$ cat src/hw/rtl/timer_expiry_queue_macros.svh
// assertion macros used by the timer queue core
`ifndef TIMER_EXPIRY_QUEUE_MACROS_SVH
`define TIMER_EXPIRY_QUEUE_MACROS_SVH

// condition holds on every clock edge out of reset
`define TEQ_ASSERT_ALWAYS(lbl, cond, msg) \
    lbl: assert property (@(posedge clk) disable iff (!rst_n) (cond)) else $error(msg);

// consequence holds in the same cycle as the antecedent
`define TEQ_ASSERT_IMPLY(lbl, ante, cons, msg) \
    lbl: assert property (@(posedge clk) disable iff (!rst_n) (ante) |-> (cons)) \
        else $error(msg);

// consequence holds in the cycle after the antecedent
`define TEQ_ASSERT_NEXT(lbl, ante, cons, msg) \
    lbl: assert property (@(posedge clk) disable iff (!rst_n) (ante) |=> (cons)) \
        else $error(msg);

`endif

$ cat src/hw/rtl/timeq_pkg.sv
// shared constants and command codes of the timer expiry queue
package timeq_pkg;

    localparam int DEF_QUEUE_DEPTH = 16;
    localparam int DEF_TIME_BITS   = 32;
    localparam int DEF_HANDLE_BITS = 16;
    localparam int COUNT_W         = 5;

    typedef enum logic {
        CMD_INSERT  = 1'b0,
        CMD_SERVICE = 1'b1
    } cmd_t;

endpackage

$ cat src/hw/rtl/timeq_front.sv
// front end: accepts commands, forms the expiry key and queues them for the core
module timeq_front #(
    parameter int TIME_BITS   = 32,
    parameter int HANDLE_BITS = 16
) (
    input  logic                   clk,
    input  logic                   rst_n,
    input  logic                   push,
    output logic                   full,
    input  timeq_pkg::cmd_t        cmd,
    input  logic [HANDLE_BITS-1:0] timer_handle,
    input  logic [TIME_BITS-1:0]   start_time,
    input  logic [TIME_BITS-1:0]   timeout,
    input  logic [TIME_BITS-1:0]   now_time,
    output logic                   q_valid,
    output timeq_pkg::cmd_t        q_cmd,
    output logic [HANDLE_BITS-1:0] q_handle,
    output logic [TIME_BITS:0]     q_key,
    input  logic                   q_pop
);
    import timeq_pkg::*;

    localparam int KEY_W = TIME_BITS + 1;

    cmd_t                   cmd_mem_reg    [2];
    logic [HANDLE_BITS-1:0] handle_mem_reg [2];
    logic [KEY_W-1:0]       key_mem_reg    [2];
    logic                   wr_ptr_reg, wr_ptr_next;
    logic                   rd_ptr_reg, rd_ptr_next;
    logic [1:0]             cnt_reg, cnt_next;
    logic [KEY_W-1:0]       in_key;
    logic                   accept;
    logic                   take;

    // service carries the current tick, insert carries start plus timeout
    always_comb
    begin
        if (cmd == CMD_SERVICE)
        begin
            in_key = KEY_W'(now_time);
        end
        else
        begin
            in_key = KEY_W'(start_time) + KEY_W'(timeout);
        end
    end

    assign full     = (cnt_reg == 2'd2);
    assign q_valid  = (cnt_reg != 2'd0);
    assign accept   = push && !full;
    assign take     = q_pop && q_valid;
    assign q_cmd    = cmd_mem_reg[rd_ptr_reg];
    assign q_handle = handle_mem_reg[rd_ptr_reg];
    assign q_key    = key_mem_reg[rd_ptr_reg];

    always_comb
    begin
        wr_ptr_next = accept ? !wr_ptr_reg : wr_ptr_reg;
        rd_ptr_next = take ? !rd_ptr_reg : rd_ptr_reg;
        case ({accept, take})
            2'b10:   cnt_next = cnt_reg + 2'd1;
            2'b01:   cnt_next = cnt_reg - 2'd1;
            default: cnt_next = cnt_reg;
        endcase
    end

    always_ff @(posedge clk or negedge rst_n)
    begin
        if (!rst_n)
        begin
            wr_ptr_reg <= 1'b0;
            rd_ptr_reg <= 1'b0;
            cnt_reg    <= 2'd0;
        end
        else
        begin
            wr_ptr_reg <= wr_ptr_next;
            rd_ptr_reg <= rd_ptr_next;
            cnt_reg    <= cnt_next;
        end
    end

    always_ff @(posedge clk)
    begin
        if (accept)
        begin
            cmd_mem_reg[wr_ptr_reg]    <= cmd;
            handle_mem_reg[wr_ptr_reg] <= timer_handle;
            key_mem_reg[wr_ptr_reg]    <= in_key;
        end
    end

endmodule

$ cat src/hw/rtl/timeq_core.sv
// back end: sorted row of timer cells, one insert or one expiry per cycle while the result queue has room
`include "timer_expiry_queue_macros.svh"

module timeq_core #(
    parameter int QUEUE_DEPTH = 16,
    parameter int TIME_BITS   = 32,
    parameter int HANDLE_BITS = 16
) (
    input  logic                          clk,
    input  logic                          rst_n,
    input  logic                          q_valid,
    input  timeq_pkg::cmd_t               q_cmd,
    input  logic [HANDLE_BITS-1:0]        q_handle,
    input  logic [TIME_BITS:0]            q_key,
    output logic                          q_pop,
    input  logic                          res_full,
    output logic                          res_push,
    output logic                          res_expired_valid,
    output logic [HANDLE_BITS-1:0]        res_handle,
    output logic                          res_last,
    output logic                          res_dropped,
    output logic [timeq_pkg::COUNT_W-1:0] res_count,
    output logic                          res_empty,
    output logic [TIME_BITS:0]            res_next
);
    import timeq_pkg::*;

    localparam int KEY_W = TIME_BITS + 1;
    localparam int CNT_W = $clog2(QUEUE_DEPTH + 1);

    logic [KEY_W-1:0]       exp_reg [QUEUE_DEPTH];
    logic [HANDLE_BITS-1:0] hdl_reg [QUEUE_DEPTH];
    logic [CNT_W-1:0]       count_reg, count_next;
    logic [QUEUE_DEPTH-1:0] ins;
    logic                   go;
    logic                   is_ins;
    logic                   full_q;
    logic                   due;
    logic                   do_ins;
    logic                   do_pop;
    logic [KEY_W-1:0]       post_head;

    assign go     = q_valid && !res_full;
    assign is_ins = (q_cmd == CMD_INSERT);
    assign full_q = (count_reg == CNT_W'(QUEUE_DEPTH));
    assign due    = (count_reg != '0) && (exp_reg[0] <= q_key);
    assign do_ins = go && is_ins && !full_q;
    assign do_pop = go && !is_ins && due;

    genvar g;
    generate
        for (g = 0; g < QUEUE_DEPTH; g++)
        begin : g_cell
            // later cells move up; the key goes to the first later cell, or to the first free cell
            assign ins[g] = (CNT_W'(g) < count_reg) ? (exp_reg[g] > q_key)
                                                    : (count_reg == CNT_W'(g));

            always_ff @(posedge clk)
            begin
                if (do_ins && ins[g])
                begin
                    if (g == 0)
                    begin
                        exp_reg[g] <= q_key;
                        hdl_reg[g] <= q_handle;
                    end
                    else if (!ins[(g == 0) ? 0 : g-1])
                    begin
                        exp_reg[g] <= q_key;
                        hdl_reg[g] <= q_handle;
                    end
                    else
                    begin
                        exp_reg[g] <= exp_reg[(g == 0) ? 0 : g-1];
                        hdl_reg[g] <= hdl_reg[(g == 0) ? 0 : g-1];
                    end
                end
                else if (do_pop && (g < QUEUE_DEPTH - 1))
                begin
                    exp_reg[g] <= exp_reg[(g < QUEUE_DEPTH - 1) ? g+1 : g];
                    hdl_reg[g] <= hdl_reg[(g < QUEUE_DEPTH - 1) ? g+1 : g];
                end
            end
        end
    endgenerate

    always_comb
    begin
        if (do_ins)
        begin
            count_next = count_reg + CNT_W'(1);
        end
        else if (do_pop)
        begin
            count_next = count_reg - CNT_W'(1);
        end
        else
        begin
            count_next = count_reg;
        end
    end

    always_ff @(posedge clk or negedge rst_n)
    begin
        if (!rst_n)
        begin
            count_reg <= '0;
        end
        else
        begin
            count_reg <= count_next;
        end
    end

    // status seen after this beat
    always_comb
    begin
        if (do_ins)
        begin
            post_head = ((count_reg == '0) || (exp_reg[0] > q_key)) ? q_key : exp_reg[0];
        end
        else if (do_pop)
        begin
            post_head = exp_reg[1];
        end
        else
        begin
            post_head = exp_reg[0];
        end
    end

    assign res_push          = go;
    assign res_expired_valid = do_pop;
    assign res_handle        = do_pop ? hdl_reg[0] : '0;
    assign res_last          = !do_pop || (count_reg == CNT_W'(1)) || (exp_reg[1] > q_key);
    assign res_dropped       = is_ins && full_q;
    assign res_count         = COUNT_W'(count_next);
    assign res_empty         = (count_next == '0);
    assign res_next          = res_empty ? '1 : post_head;
    // a service command stays at the head until its final expiry beat
    assign q_pop             = go && res_last;

    `TEQ_ASSERT_ALWAYS(a_count_bound, count_reg <= CNT_W'(QUEUE_DEPTH), "count above depth")
    `TEQ_ASSERT_IMPLY(a_head_sorted, count_reg >= CNT_W'(2), exp_reg[0] <= exp_reg[1], "head out of order")
    `TEQ_ASSERT_NEXT(a_pop_count, do_pop, count_reg == $past(count_reg) - CNT_W'(1), "pop miscounted")
    `TEQ_ASSERT_IMPLY(a_drop_only_full, res_push && res_dropped, count_reg == CNT_W'(QUEUE_DEPTH), "drop with room")

endmodule

$ cat src/hw/rtl/timeq_rsq.sv
// two-entry result queue that decouples the core from the result consumer
module timeq_rsq #(
    parameter int WIDTH = 8
) (
    input  logic             clk,
    input  logic             rst_n,
    input  logic             push,
    input  logic [WIDTH-1:0] din,
    output logic             full,
    output logic             empty,
    output logic [WIDTH-1:0] dout,
    input  logic             pop
);
    logic [WIDTH-1:0] mem_reg [2];
    logic             wr_ptr_reg, wr_ptr_next;
    logic             rd_ptr_reg, rd_ptr_next;
    logic [1:0]       cnt_reg, cnt_next;
    logic             wr;
    logic             rd;

    assign full  = (cnt_reg == 2'd2);
    assign empty = (cnt_reg == 2'd0);
    assign wr    = push && !full;
    assign rd    = pop && !empty;
    assign dout  = mem_reg[rd_ptr_reg];

    always_comb
    begin
        wr_ptr_next = wr ? !wr_ptr_reg : wr_ptr_reg;
        rd_ptr_next = rd ? !rd_ptr_reg : rd_ptr_reg;
        case ({wr, rd})
            2'b10:   cnt_next = cnt_reg + 2'd1;
            2'b01:   cnt_next = cnt_reg - 2'd1;
            default: cnt_next = cnt_reg;
        endcase
    end

    always_ff @(posedge clk or negedge rst_n)
    begin
        if (!rst_n)
        begin
            wr_ptr_reg <= 1'b0;
            rd_ptr_reg <= 1'b0;
            cnt_reg    <= 2'd0;
        end
        else
        begin
            wr_ptr_reg <= wr_ptr_next;
            rd_ptr_reg <= rd_ptr_next;
            cnt_reg    <= cnt_next;
        end
    end

    always_ff @(posedge clk)
    begin
        if (wr)
        begin
            mem_reg[wr_ptr_reg] <= din;
        end
    end

endmodule

$ cat src/hw/rtl/timer_expiry_queue.sv
// Sorted timer queue. Commands enter through a two-entry front queue where the insert
// expiry (start_time + timeout, one bit wider so it never wraps) is formed; the core
// keeps pending timers in a row of QUEUE_DEPTH cells sorted by expiry, equal expiries
// in arrival order. An insert is done at once (all cells compare against the new
// expiry in parallel and shift in one step); a service gives one result beat per expired
// timer, or one beat when nothing is due. Results pass through a two-entry result
// queue, so a command's first beat is registered in the front queue and again in the
// result queue before it is visible, and the core only stalls when that queue is full.
// An insert into a full queue is refused with dropped set.
module timer_expiry_queue #(
    parameter int QUEUE_DEPTH = timeq_pkg::DEF_QUEUE_DEPTH,
    parameter int TIME_BITS   = timeq_pkg::DEF_TIME_BITS,
    parameter int HANDLE_BITS = timeq_pkg::DEF_HANDLE_BITS
) (
    input  logic                          clk,
    input  logic                          rst_n,
    input  logic                          push,
    output logic                          full,
    input  timeq_pkg::cmd_t               cmd,
    input  logic [HANDLE_BITS-1:0]        timer_handle,
    input  logic [TIME_BITS-1:0]          start_time,
    input  logic [TIME_BITS-1:0]          timeout,
    input  logic [TIME_BITS-1:0]          now_time,
    output logic                          empty,
    input  logic                          pop,
    output logic                          expired_valid,
    output logic [HANDLE_BITS-1:0]        expired_handle,
    output logic                          last,
    output logic                          dropped,
    output logic [timeq_pkg::COUNT_W-1:0] pending_count,
    output logic                          queue_empty,
    output logic [TIME_BITS:0]            next_expiry
);
    import timeq_pkg::*;

    localparam int RES_W = HANDLE_BITS + COUNT_W + TIME_BITS + 5;

    logic                   q_valid;
    cmd_t                   q_cmd;
    logic [HANDLE_BITS-1:0] q_handle;
    logic [TIME_BITS:0]     q_key;
    logic                   q_pop;
    logic                   res_full;
    logic                   res_push;
    logic                   res_expired_valid;
    logic [HANDLE_BITS-1:0] res_handle;
    logic                   res_last;
    logic                   res_dropped;
    logic [COUNT_W-1:0]     res_count;
    logic                   res_empty;
    logic [TIME_BITS:0]     res_next;
    logic [RES_W-1:0]       res_din;
    logic [RES_W-1:0]       res_dout;

    timeq_front #(
        .TIME_BITS   (TIME_BITS),
        .HANDLE_BITS (HANDLE_BITS)
    ) u_front (
        .clk          (clk),
        .rst_n        (rst_n),
        .push         (push),
        .full         (full),
        .cmd          (cmd),
        .timer_handle (timer_handle),
        .start_time   (start_time),
        .timeout      (timeout),
        .now_time     (now_time),
        .q_valid      (q_valid),
        .q_cmd        (q_cmd),
        .q_handle     (q_handle),
        .q_key        (q_key),
        .q_pop        (q_pop)
    );

    timeq_core #(
        .QUEUE_DEPTH (QUEUE_DEPTH),
        .TIME_BITS   (TIME_BITS),
        .HANDLE_BITS (HANDLE_BITS)
    ) u_core (
        .clk               (clk),
        .rst_n             (rst_n),
        .q_valid           (q_valid),
        .q_cmd             (q_cmd),
        .q_handle          (q_handle),
        .q_key             (q_key),
        .q_pop             (q_pop),
        .res_full          (res_full),
        .res_push          (res_push),
        .res_expired_valid (res_expired_valid),
        .res_handle        (res_handle),
        .res_last          (res_last),
        .res_dropped       (res_dropped),
        .res_count         (res_count),
        .res_empty         (res_empty),
        .res_next          (res_next)
    );

    assign res_din = {res_expired_valid, res_handle, res_last, res_dropped,
                      res_count, res_empty, res_next};

    timeq_rsq #(
        .WIDTH (RES_W)
    ) u_rsq (
        .clk   (clk),
        .rst_n (rst_n),
        .push  (res_push),
        .din   (res_din),
        .full  (res_full),
        .empty (empty),
        .dout  (res_dout),
        .pop   (pop)
    );

    assign {expired_valid, expired_handle, last, dropped,
            pending_count, queue_empty, next_expiry} = res_dout;

endmodule

$ cat config.mk
export PLATFORM = sky130hd
export DESIGN_NAME = timer_expiry_queue
export DESIGN_NICKNAME = d
export VERILOG_FILES = /design/src/hw/rtl/timeq_pkg.sv /design/src/hw/rtl/timeq_front.sv /design/src/hw/rtl/timeq_core.sv /design/src/hw/rtl/timeq_rsq.sv /design/src/hw/rtl/timer_expiry_queue.sv
export VERILOG_INCLUDE_DIRS = /design/src /design/src/hw/rtl
export SDC_FILE = /design/constraint.sdc
export NUM_CORES = 2
export LEC_CHECK = 0
export ABC_AREA = 1
export BUFFER_PORTS_ARGS = -buffer_cell sky130_fd_sc_hd__clkbuf_2
export CORE_MARGIN = 3
export CORE_UTILIZATION = 43
export CTS_BUF_LIST = sky130_fd_sc_hd__clkbuf_4
export CTS_CLUSTER_DIAMETER = 80
export DETAILED_ROUTE_END_ITERATION = 10
export GPL_TIMING_DRIVEN = 1
export PLACE_DENSITY = 0.66
export SLEW_MARGIN = 30
export SYNTH_ARGS = -nofsm -noshare
export SYNTH_HDL_FRONTEND = slang
export SYNTH_SLANG_ARGS = --single-unit
export TNS_END_PERCENT = 30
$ cat constraint.sdc
create_clock -name clk -period 5.1 [get_ports clk]
set_input_delay 0.51 -clock clk [delete_from_list [all_inputs] [get_ports clk]]
set_output_delay 0.51 -clock clk [all_outputs]
set_load 0.1 [all_outputs]
* After elaboration in Yosys (flattened, before gate mapping)
Memories as Yosys holds them, arrays and structs flattened.
Cells that the tools add are included.
** Storage, ports and cells
- Register bits :: 13
- Memory bits (writable) :: 1000
- Input bits :: 117
- Output and inout bits :: 60
- Word-level logic and storage cells :: 396
- Memories :: 6
** Cells by class
- $add $sub $neg :: 7
- $lt $le $gt $ge :: 33
- Equality and inequality tests :: 22
- Multiplexer cells :: 213
- Bitwise operators :: 61
- Reductions and logical operators :: 47
** Memories
- u_core.exp_reg :: words 16, width 33, read ports 16, clocked after memory_dff 0, wr ports 16, line timeq_core.sv:31 : logic [KEY_W-1:0] exp_reg [QUEUE_DEPTH];
- u_core.hdl_reg :: words 16, width 16, read ports 16, clocked after memory_dff 0, wr ports 16, line timeq_core.sv:32 : logic [HANDLE_BITS-1:0] hdl_reg [QUEUE_DEPTH];
- u_rsq.mem_reg :: words 2, width 58, read ports 1, clocked after memory_dff 0, wr ports 1, line timeq_rsq.sv:14 : logic [WIDTH-1:0] mem_reg [2];
- u_front.key_mem_reg :: words 2, width 33, read ports 1, clocked after memory_dff 0, wr ports 1, line timeq_front.sv:27 : logic [KEY_W-1:0] key_mem_reg [2];
- u_front.handle_mem_reg :: words 2, width 16, read ports 1, clocked after memory_dff 0, wr ports 1, line timeq_front.sv:26 : logic [HANDLE_BITS-1:0] handle_mem_reg [2];
- u_front.cmd_mem_reg :: words 2, width 1, read ports 1, clocked after memory_dff 0, wr ports 1, line timeq_front.sv:25 : cmd_t cmd_mem_reg [2];
** Operators with widths (count)
- $mux W33 :: 35
- $gt A33 B33 Y1 :: 16
- $mux W16 :: 31
- $mux W1 :: 143
- $or A1 B1 Y1 :: 60
- $eq A5 B4 Y1 const B :: 8
- $lt A4 B5 Y1 const A :: 8
- $add A32 B32 Y33 :: 1
- $le A33 B33 Y1 :: 1
- $logic_and A1 B1 Y1 :: 28
- $eq A5 B3 Y1 const B :: 4
- $lt A3 B5 Y1 const A :: 4
- $eq A5 B2 Y1 const B :: 2
- $logic_not A5 Y1 :: 2
- $lt A1 B5 Y1 const A :: 2
- $lt A2 B5 Y1 const A :: 2
- $mux W5 :: 2
- $logic_not A1 Y1 :: 9
- $eq A2 B2 Y1 const B :: 4
- $pmux W2 S2 :: 2
- $reduce_bool A2 Y1 :: 3
- $add A5 B1 Y5 const B :: 1
- $eq A5 B1 Y1 const B :: 1
- $eq A5 B5 Y1 const B :: 1
- other kinds (8) :: 13

* Depth between registers and ports, before layout
- Depth after elaboration :: 12
- Depth in mapped cells :: 29
- Depth with buffers taken out :: 24

* By module
From an unflattened synthesis, not the netlist that was laid out.
** Unflattened totals
- Cell total of the unflattened synthesis :: 9002
- Area, all modules :: 70063.4 µm²
** By module, submodules not included
- timeq_core :: instances 1, cells an instance 7793, area an instance 58969.1 µm², seq. area each 23667.7 µm²
- timeq_front :: instances 1, cells an instance 873, area an instance 6638.9 µm², seq. area each 3103.0 µm²
- timeq_rsq :: instances 1, cells an instance 336, area an instance 4455.5 µm², seq. area each 3583.4 µm²

* Worst setup path after synthesis
No wires, ideal clock.
- Path type :: reg2reg
- From :: register u_front.rd_ptr_reg
- To :: memory u_core.exp_reg[1][198] (netlist bit), enable pin
- Setup time :: 0.408 ns
- Arrival time :: 4.767 ns
- Required time :: 4.692 ns
- Setup slack :: -0.075 ns
- Cell stages (with the launch flop) :: 19
- Path buffers :: 6
- Period minus slack after synthesis :: 5.175 ns
- Cell sequence :: dfrtp_1 -> buf_2 -> clkbuf_1 -> clkbuf_1 -> o21ai_1 -> clkbuf_1 -> ha_1 -> nand2_1 -> nor2_1 -> nand3_1 -> nor3_1 -> nand4_1 -> nand3_1 -> nand2_1 -> a21oi_1 -> buf_2 -> buf_2 -> nand2_1 -> nand2_1
** RTL lines
- from (decl) :: line timeq_front.sv:29 : logic rd_ptr_reg, rd_ptr_next;
- from (signal assigned) :: line timeq_front.sv:78 : rd_ptr_reg <= rd_ptr_next;
- to (decl) :: line timeq_core.sv:31

==> metrics.md <==
| Metric | Value |
|---|---|
| Status | `finished clean` |
| R2r setup slk | `290 ps` |
| Initial Utilization | `0.435` |
| Final Slew Violations | `0` |
| Number of flops mapped to enable cells by yosys | `1000` |
| RSZ-0062 raised after global routing | `no` |
| Final Cycle Share | `0.943` |
| DR pass1 iterations | `10` |
| CP Data Required Time | `5940 ps` |
| Yosys top cell area share | `0.440` |
| Clk Latency, worst-skew pair | `1380 ps` |
| Max FFs per register | `528` |
| Core Region | `157000 µm²` |
| Sequential-to-total area share from yosys stat | `0.445` |
| Net Count, Synth | `9322` |
| Ports | `177` |
| Fillers | `15099` |
| PortBufs | `176` |
| Period minus WS final | `4810 ps` |
| Largest net degree at the start of global routing | `169` |
| Fin. Hold Viols | `0` |
| CP cell instances | `buf_12, buf_4, o21ai_4, buf_4, ha_1, nand2_1, nor2_1, nand3_1, nor2_1, nand4_1, nand3_1, nand2_1, a21oi_4, or2_2, buf_4` |
| CTS clk-pin slew, worst paths | `70 ps` |
| Most used cell, CP | `buf_4` |
| Via count | `64380` |
| Max-Slew Margin vs Limit | `0.274` |
| Most common library cells after synthesis | `nand2_1, edfxtp_1, nand3_1` |
| Bufs and invs on worst path | `4` |
| Yosys reg bits | `1013` |
| Die Wd | `404 µm` |
| Final GP Congestion | `0.990` |
| Via-to-Cell Ratio | `5.74` |
| Global-route wire length before repair | `353 mm` |
| Detail Route Antenna Nets | `0` |
| Synth unique cells | `41` |
| Slowest CP cell | `dfrtp_4` |
| Crit path kind | `flop to flop` |
| GRT Total Usage | `0.271` |
| Startpoint Class | `flop` |
| Max Fclk | `208 MHz` |
| Crit path capture type | `flop` |
| Area Overhead vs Synth | `13.4%` |
| Vias in the first global route | `63057` |
| CP delay by family, top | `simple AND/OR/NAND/NOR gates` |
| Min-Delay Path Class | `input pin to flop` |
| Post-Synthesis Cells | `8637` |
| Clock root cell | `clkbuf_4` |
| Primary FF master, synth | `edfxtp_1` |
| Synth area leader | `edfxtp_1` |
| Hpwl dp | `158 mm` |
| Die height | `404 µm` |
| Worst Skew | `178 ps` |
| Mapped Avg Cell Area | `7.90 µm²` |
| CTS tree | `done` |
| Asr flop ratio synth | `0.0128` |
| Starting DRT DRC Count | `7148` |
| Share of cells above drive strength 1 | `0.112` |
| # DRC | `0` |
| # setup viols final | `0` |
| Routed wire length per instance | `20.3 µm` |
| Final TNS setup | `0 ps` |
| # rows | `145` |
| CP peak stage delay | `600 ps` |
| Cell with the most instances after synthesis | `nand2_1` |
| CP Data Arrival Time | `5650 ps` |
| Area of the die | `163000 µm²` |
| Htree depth | `5` |
| GRT overflow | `0` |
| Worst-path maximum fanout | `33` |
| Worst-margin pin slew | `1090 ps` |
| Clk sink count | `1013` |
| Final Net Count | `9641` |
| Initial antenna violation count | `6` |
| Number of max-cap violations | `0` |
| Total CTS buffers | `304` |
| Synthesized cell area | `68200 µm²` |
| Synth area leaders | `edfxtp_1, nand2_1, ha_1, nand3_1, inv_1` |
| Routed wire length | `227 mm` |
| Ys Warns | `0` |
| Maximum clock path buffer count | `4` |
## kinds of logic after synthesis
logic type,after synthesis,share of synthesized area
compound gates,777,0.0598
buf+inv,1369,0.0781
simple gates,4900,0.312
fa+ha+maj,568,0.104
xor+xnor,10,0.00128
flops,1013,0.445
## layout by cell type (no fill, tap or decap), types with 33 or more instances in the layout
master and count:
nand3b_1 58, nor2_1 311, edfxtp_1 1000, nor3_1 33, clkbuf_2 176, o21ai_4 35
ha_1 567, o21ai_0 330, clkbuf_4 428, nand3_1 833, a21oi_1 275, clkinv_1 38
buf_12 38, or2_2 70, nand2_1 3012, nand4_1 495, o21ai_1 49, dlygate4sd3_1 136
inv_1 835, buf_4 187
## metrics by stage
| step | area, µm² | util | std cells | hold WS, ps | setup WS (ps) |
|---|---|---|---|---|---|
| 6_report | 77300 | 0.493 | 11207 | 88.4 | 293 |
| 5_1_grt | 77300 | 0.493 | 11202 | 15.6 | 24.6 |
| 3_3_place_gp | 72400 | 0.461 | 10570 | 471 | 319 |
| 4_1_cts | 77300 | 0.492 | 11192 | 22.8 | 158 |
| 3_5_place_dp | 72400 | 0.462 | 10572 | 464 | 334 |
| 2_1_floorplan | 68200 | - | 8637 | 214 | -42.8 |
## layout make-up
class	instances	area [µm²]	share of cell area
timing repair buffer	541	4500	0.0582
clock buffer	428	3210	0.0415
inverter	841	3170	0.0409
multi-input combinational	6255	33200	0.429
clock inverter	58	283	0.00366
tap	2058	2570	0.0333
sequential	1013	30400	0.393
antenna	13	32.5	0.000421
## layer usage
layer | share of wire | global-route usage | wire, µm | up-vias
met3 | 0.085 | 0.0486 | 19300 | 532
met5 | 0.000053 | 0 | 12 | -
met2 | 0.46 | 0.438 | 105000 | 3065
li1 | - | - | - | 29975
met1 | 0.41 | 0.362 | 94300 | 30806
met4 | 0.037 | 0.106 | 8360 | 2
## worst min-delay path, cell delays in order
cell and delay, ps:
clkbuf_2 80, ha_1 190, xor2_1 160, o21ai_1 250
## path summary, 6_finish.rpt
kind	end	depth (start not counted)	from
hold / removal	u_front.key_mem_reg[0][3]	4	timeout[3]
max in group asynchronous	u_front.rd_ptr_reg	3	rst_n
hold reg to reg	u_core.exp_reg[1][93]	2	u_core.exp_reg[1][126]
setup / recovery	u_core.exp_reg[1][196]	15	u_front.rd_ptr_reg
min in group asynchronous	u_rsq.cnt_reg[1]	3	rst_n
setup reg to reg	u_core.exp_reg[1][196]	15	u_front.rd_ptr_reg
## timing repair
item,CTS,global route
hold buffers,134,2
hold endpoints to repair,118,2
buffers inserted,0,0
gates resized for setup,0,4
endpoints found under the setup margin,0,139
Power is not shown: default switching activity piles up to over one toggle a cycle in this logic, so the estimate is an artifact.
